File: config.mk
export PLATFORM = sky130hd
export DESIGN_NAME = fmbq_cell
export DESIGN_NICKNAME = d
export VERILOG_FILES = /design/src/hdl/fmbq_pkg.sv /design/src/hdl/fmbq_cell.sv
export SDC_FILE = /design/constraint.sdc
export NUM_CORES = 1
export LEC_CHECK = 0
export BUFFER_PORTS_ARGS = -buffer_cell sky130_fd_sc_hd__buf_2
export CELL_PAD_IN_SITES_DETAIL_PLACEMENT = 0
export CELL_PAD_IN_SITES_GLOBAL_PLACEMENT = 1
export CORE_MARGIN = 5
export CORE_UTILIZATION = 27
export CTS_CLUSTER_DIAMETER = 150
export CTS_CLUSTER_SIZE = 30
export DETAILED_ROUTE_END_ITERATION = 10
export GPL_ROUTABILITY_DRIVEN = 0
export PLACE_DENSITY = 0.9
export SETUP_SLACK_MARGIN = 0.3
export SLEW_MARGIN = 20
export SYNTH_ARGS = -nofsm -noshare
export SYNTH_HDL_FRONTEND = slang
export SYNTH_SLANG_ARGS = --single-unit
File: constraint.sdc
create_clock -name clk_i -period 8.05 [get_ports clk_i]
set_input_delay 1.61 -clock clk_i [delete_from_list [all_inputs] [get_ports clk_i]]
set_output_delay 1.61 -clock clk_i [all_outputs]
set_load 0.01 [all_outputs]
File: src/hdl/fmbq_pkg.sv
// ----------------------------------------------------------------------------
// fmbq_pkg
// Shared types and codes for the front/middle/back queue: word layouts,
// opcodes, status codes and the control bundle broadcast to the cells.
// ----------------------------------------------------------------------------
package fmbq_pkg;

  localparam int DATA_W  = 32;
  localparam int OP_W    = 3;
  localparam int STAT_W  = 2;
  localparam int COUNT_W = 7;
  // fan-in of one reduction stage
  localparam int FAN     = 8;

  localparam logic [OP_W-1:0] OP_PUSH_FRONT = 3'd0;
  localparam logic [OP_W-1:0] OP_PUSH_MID   = 3'd1;
  localparam logic [OP_W-1:0] OP_PUSH_BACK  = 3'd2;
  localparam logic [OP_W-1:0] OP_POP_FRONT  = 3'd3;
  localparam logic [OP_W-1:0] OP_POP_MID    = 3'd4;
  localparam logic [OP_W-1:0] OP_POP_BACK   = 3'd5;

  localparam logic [STAT_W-1:0] ST_OK    = 2'd0;
  localparam logic [STAT_W-1:0] ST_EMPTY = 2'd1;
  localparam logic [STAT_W-1:0] ST_FULL  = 2'd2;

  typedef struct packed {
    logic [OP_W-1:0]          opcode;
    logic signed [DATA_W-1:0] push_value;
  } fmbq_in_t;

  typedef struct packed {
    logic signed [DATA_W-1:0] pop_value;
    logic [STAT_W-1:0]        status;
    logic [COUNT_W-1:0]       entry_count;
  } fmbq_out_t;

  // per-cycle command shared by every cell of the row
  typedef struct packed {
    logic ins;  // open a slot at the position, shift the tail back
    logic rem;  // close the slot at the position, shift the tail forward
    logic rd;   // drive the entry at the position onto the read tap
  } fmbq_cell_ctrl_t;

endpackage

File: src/hdl/fmbq_cell.sv
// ----------------------------------------------------------------------------
// fmbq_cell
// One queue slot. Holds one entry and, on an insert or remove, takes the word
// of its front-side or back-side neighbour, or the pushed word.
// ----------------------------------------------------------------------------
module fmbq_cell
  import fmbq_pkg::*;
#(
  parameter int IDX   = 0,
  parameter int IDX_W = 6
) (
  input  logic                  clk_i,
  input  fmbq_cell_ctrl_t       ctrl_i,
  input  logic [IDX_W-1:0]      pos_i,
  input  logic [DATA_W-1:0]     push_i,
  input  logic [DATA_W-1:0]     prev_i,
  input  logic [DATA_W-1:0]     next_i,
  output logic [DATA_W-1:0]     value_o,
  output logic [DATA_W-1:0]     tap_o
);

  logic [DATA_W-1:0] value_q;
  logic [DATA_W-1:0] value_d;
  logic              at_pos;
  logic              past_pos;

  assign at_pos   = (IDX_W'(IDX) == pos_i);
  assign past_pos = (IDX_W'(IDX) > pos_i);

  // shift, load or hold
  always_comb begin
    value_d = value_q;
    if (ctrl_i.ins) begin
      if (at_pos) begin
        value_d = push_i;
      end else if (past_pos) begin
        value_d = prev_i;
      end
    end else if (ctrl_i.rem) begin
      if (at_pos || past_pos) begin
        value_d = next_i;
      end
    end
  end

  always_ff @(posedge clk_i) begin
    value_q <= value_d;
  end

  assign value_o = value_q;
  // drive the read tap only from the addressed slot
  assign tap_o   = (ctrl_i.rd && at_pos) ? value_q : '0;

endmodule

# == Word-level counts from Yosys, hierarchy flattened ==
# Cells that the tools add are included.
# word_totals
regBits,32
inputBits,106
out_inout_bits,64
word_cells,15
# classes
order_cmp,1
muxes,6
reduce_logical,6
n_eq_ne,1
# ops
op,count
$mux 32,6
$gt 1x6->1 const A,1
$logic_not 6->1,1
$reduce_bool 2->1,2
$ne 3x1->1 const B,1
$reduce_and 3->1,1
$logic_and 1x1->1,1
$logic_or 1x1->1,1

# == Longest topological paths before layout ==
# depth
depth_word,5
depth_mapped,4
mapped_depth_nobuf,3

# == Worst setup path before layout ==
# Ideal clock, no wire load.
# synth_timing
path_kind,input to output
start,input port pos_i[3]
end,output port tap_o[22]
slack_ns,3.780
path_buffers,1
required_ns,6.440
arrival_ns,2.660
cell_stages,4
path_cell_list,or4_4 -> nor2_4 -> buf_6 -> and3_1
# synth_between
elab_chain_len,3
# synth_lines
item,line_no,source
start: declaration,fmbq_cell.sv:14,"input logic [IDX_W-1:0] pos_i,"
$logic_not 6->1,fmbq_cell.sv:27,assign at_pos = (IDX_W'(IDX) == pos_i);
$logic_and 1x1->1,fmbq_cell.sv:52,assign tap_o = (ctrl_i.rd && at_pos) ? value_q : '0;
$mux 32,fmbq_cell.sv:52,
end: declaration,fmbq_cell.sv:19,output logic [DATA_W-1:0] tap_o
# No other way between the ends.

# == Worst setup path after layout ==
# layout_timing
start,input port pos_i[3]
end,output port tap_o[4]
# Same word-level chain as after synthesis.

==> run_results.csv <==
group,metric,value,unit
place,post-dp-hpwl,5740,microns
floorplan,num_rows,31,
yosys,yosysTopAreaCellShare,48.7,%
floorplan,dieWidth,95.5,microns
timing,hold_slack,1.67,ns
timing,finalMaxSlewViolations,0,
clock_network,clk_path_buf_depth,2,
worst_setup_path,cp_slowest_cell,"or4_4",
yosys,synth_cell_types,14,
worst_hold_path,hold_path.class,"input pin to flop",
status,outcome,"complete, no violations",
clock_network,root_buffer,"clkbuf_8",
worst_setup_path,crit_chain,"buf_2 -> or4_4 -> nor2_4 -> and3_1 -> buf_2",
grt,grt_pass1_vias,2311,
worst_hold_path,hp-start,"next_i[31]",
routing,ant_nets,0,
timing,postLayoutSetupSlackWorst,3.06,ns
worst_setup_path,cp-end-kind,"output port",
power_and_ir_drop,cellPowerDensity,123,mW/mm^2
floorplan,io_pins,170,
grt,antenna_found_initial,0,
routing,routed_wl,7550,microns
worst_setup_path,cp.arrival,3.38,ns
yosys,synth_cells,223,
worst_setup_path,crit_fanout,33,
yosys,syn_avg_cell_area,8.85,sq um
clock_network,cts_tree,"yes",
grt,track_usage,15.9,%
worst_setup_path,crit_path_start_kind,"input pin",
finish,regArea,961,sq um
clock_network,cts_inserted_buffers,5,
worst_setup_path,worstPathRequired,6.44,ns
yosys,synth_nets,329,
timing,post-route-period-util,61.9,%
routing,drc,0,
yosys,synth_edf_count,32,
power_and_ir_drop,p_leak,1.43,nW
finish,multiInputGateArea,905,sq um
yosys,synthTopCellsByArea,"edfxtp_1 49%, a31oi_1 10%, and3_1 10%",
yosys,async_reset_ff_share,0,%
yosys,synth-seq-area-share,48.7,%
routing,via_count,2351,
floorplan,dieHeight,95.5,microns
clock_network,post-cts-setup-buffers,0,
timing,max_freq,201,MHz
finish,diodes,0,
finish,largest_register_ffs,32,
timing,rsz0062_at_grt,"false",
clock_network,cts.htree.levels,2,
power_and_ir_drop,vdd_drop_max,51.2,uV
grt,grt-ovfl-total,0,
place,post-place-ws,3.06,ns
worst_setup_path,critical_path.max_stage_delay,0.72,ns
yosys,synthFlopType,"edfxtp_1",
yosys,syn_area,0.00197,sq mm
yosys,yosysWarnings,0,
routing,drt_iter0_markers,94,
routing,vias_per_cell,4.93,
worst_setup_path,crit_type,"input pin to output port",
grt,grt_pass1_wl,11200,microns
floorplan,coreArea,0.00718,sq mm
clock_network,cts_hold_buf,0,
yosys,synth_most_common_cell,"nor2_1",
floorplan,start_util,27.5,%
timing,tightest_slew,1.00,ns
worst_hold_path,hold_depth,3,
finish,fillers,728,
place,io_buffers,169,
clock_network,clock_sinks,32,
timing,period_minus_slack,4.99,ns
routing,avgRoutedWirePerCell,15.8,microns
timing,finalSetupTns,0,ns
yosys,ys_ff_latch,32,
flow_run,cap_violations,0,
clock_network,cts_resized,0,
finish,area_growth,49.0,%
routing,drt_pass1_iterations,4,
timing,finalHoldViolCount,0,
worst_setup_path,cp_common_cell,"buf_2",
finish,nets,484,
grt,grt_start_max_net_pins,66,
yosys,synth.largest_area_cell,"edfxtp_1",
worst_hold_path,hold_end,"value_o[31]",
finish,drive_gt1_share,48.1,%
clock_network,path_clk_slew,0.06,ns
timing,relSlewSlack,33.2,%
floorplan,dieArea,0.00912,sq mm
timing,setup_viol,0,
cell usage in the layout (no fill, tap or decap):
cell | netlist | final
buf_2 | 3 | 169
o21ai_0 | 32 | 32
nand3_1 | 32 | 32
nor2_1 | 33 | 32
a31oi_1 | 32 | 32
and3_1 | 32 | 32
edfxtp_1 | 32 | 32
clkbuf_8 | 0 | 5
buf_4 | 0 | 4
clkinv_1 | 0 | 2
or2_1 | 0 | 1
or4_4 | 1 | 1
nor2_2 | 0 | 1
nor4_4 | 0 | 1
nor2_4 | 1 | 1
o21a_1 | 1 | 1
worst max path at each step:
stage               startpoint   endpoint  slack, ns  depth (start not counted)
detailed placement    pos_i[1]   tap_o[4]       3.06                          5
global placement      pos_i[3]   tap_o[1]       3.12                          5
CTS                   pos_i[1]   tap_o[4]       3.05                          5
floorplan             pos_i[3]  tap_o[22]       3.78                          4
finish                pos_i[3]   tap_o[4]       3.06                          5
global route          pos_i[1]   tap_o[7]       2.91                          5
routing by layer:
| layer | global-route usage, % | up-vias | part of all wire (%) |
|---|---|---|---|
| li1 | - | 1150 | - |
| met3 | 3.87 | 8 | 9.4 |
| met4 | 5.21 | 0 | 0.86 |
| met5 | 0 | - | 0 |
| met2 | 28.5 | 109 | 51 |
| met1 | 18.4 | 1084 | 38 |
stage by stage:
step	instances	utilization, %	power [mW]	instance area, sq um
finish	477	41.0	0.363	2940
global route	477	41.0	0.384	2940
CTS	477	41.0	0.367	2940
detailed placement	470	39.9	0.253	2870
global placement	470	39.9	0.252	2870
floorplan	223	-	0.219	1970
cells by family after synthesis:
family | share of synthesized area (%)
buf+inv | 6.08
simple gates | 26.6
compound gates | 18.6
flops | 48.7
final cells by class:
cell class              instances  share of cell area, %
flip-flops and latches         32                   32.7
well taps                      99                   4.21
repair buffers                173                   29.8
multi-input cells             166                   30.8
clock buffers                   5                   2.34
clock inverters                 2                  0.255
report_power, final:
part	internal, mW	switching [mW]	leakage, nW
clock network	0.0570	0.0567	0.0391
logic	0.0292	0.0327	1.10
registers	0.187	0.000835	0.298
total	0.273	0.0903	1.43
critical path, delay by kind of cell:
family	cells	cell delay, ns
buffers and inverters	2	0.25
and+or+nand+nor	3	1.50
Power figures use the tool's default switching activity.
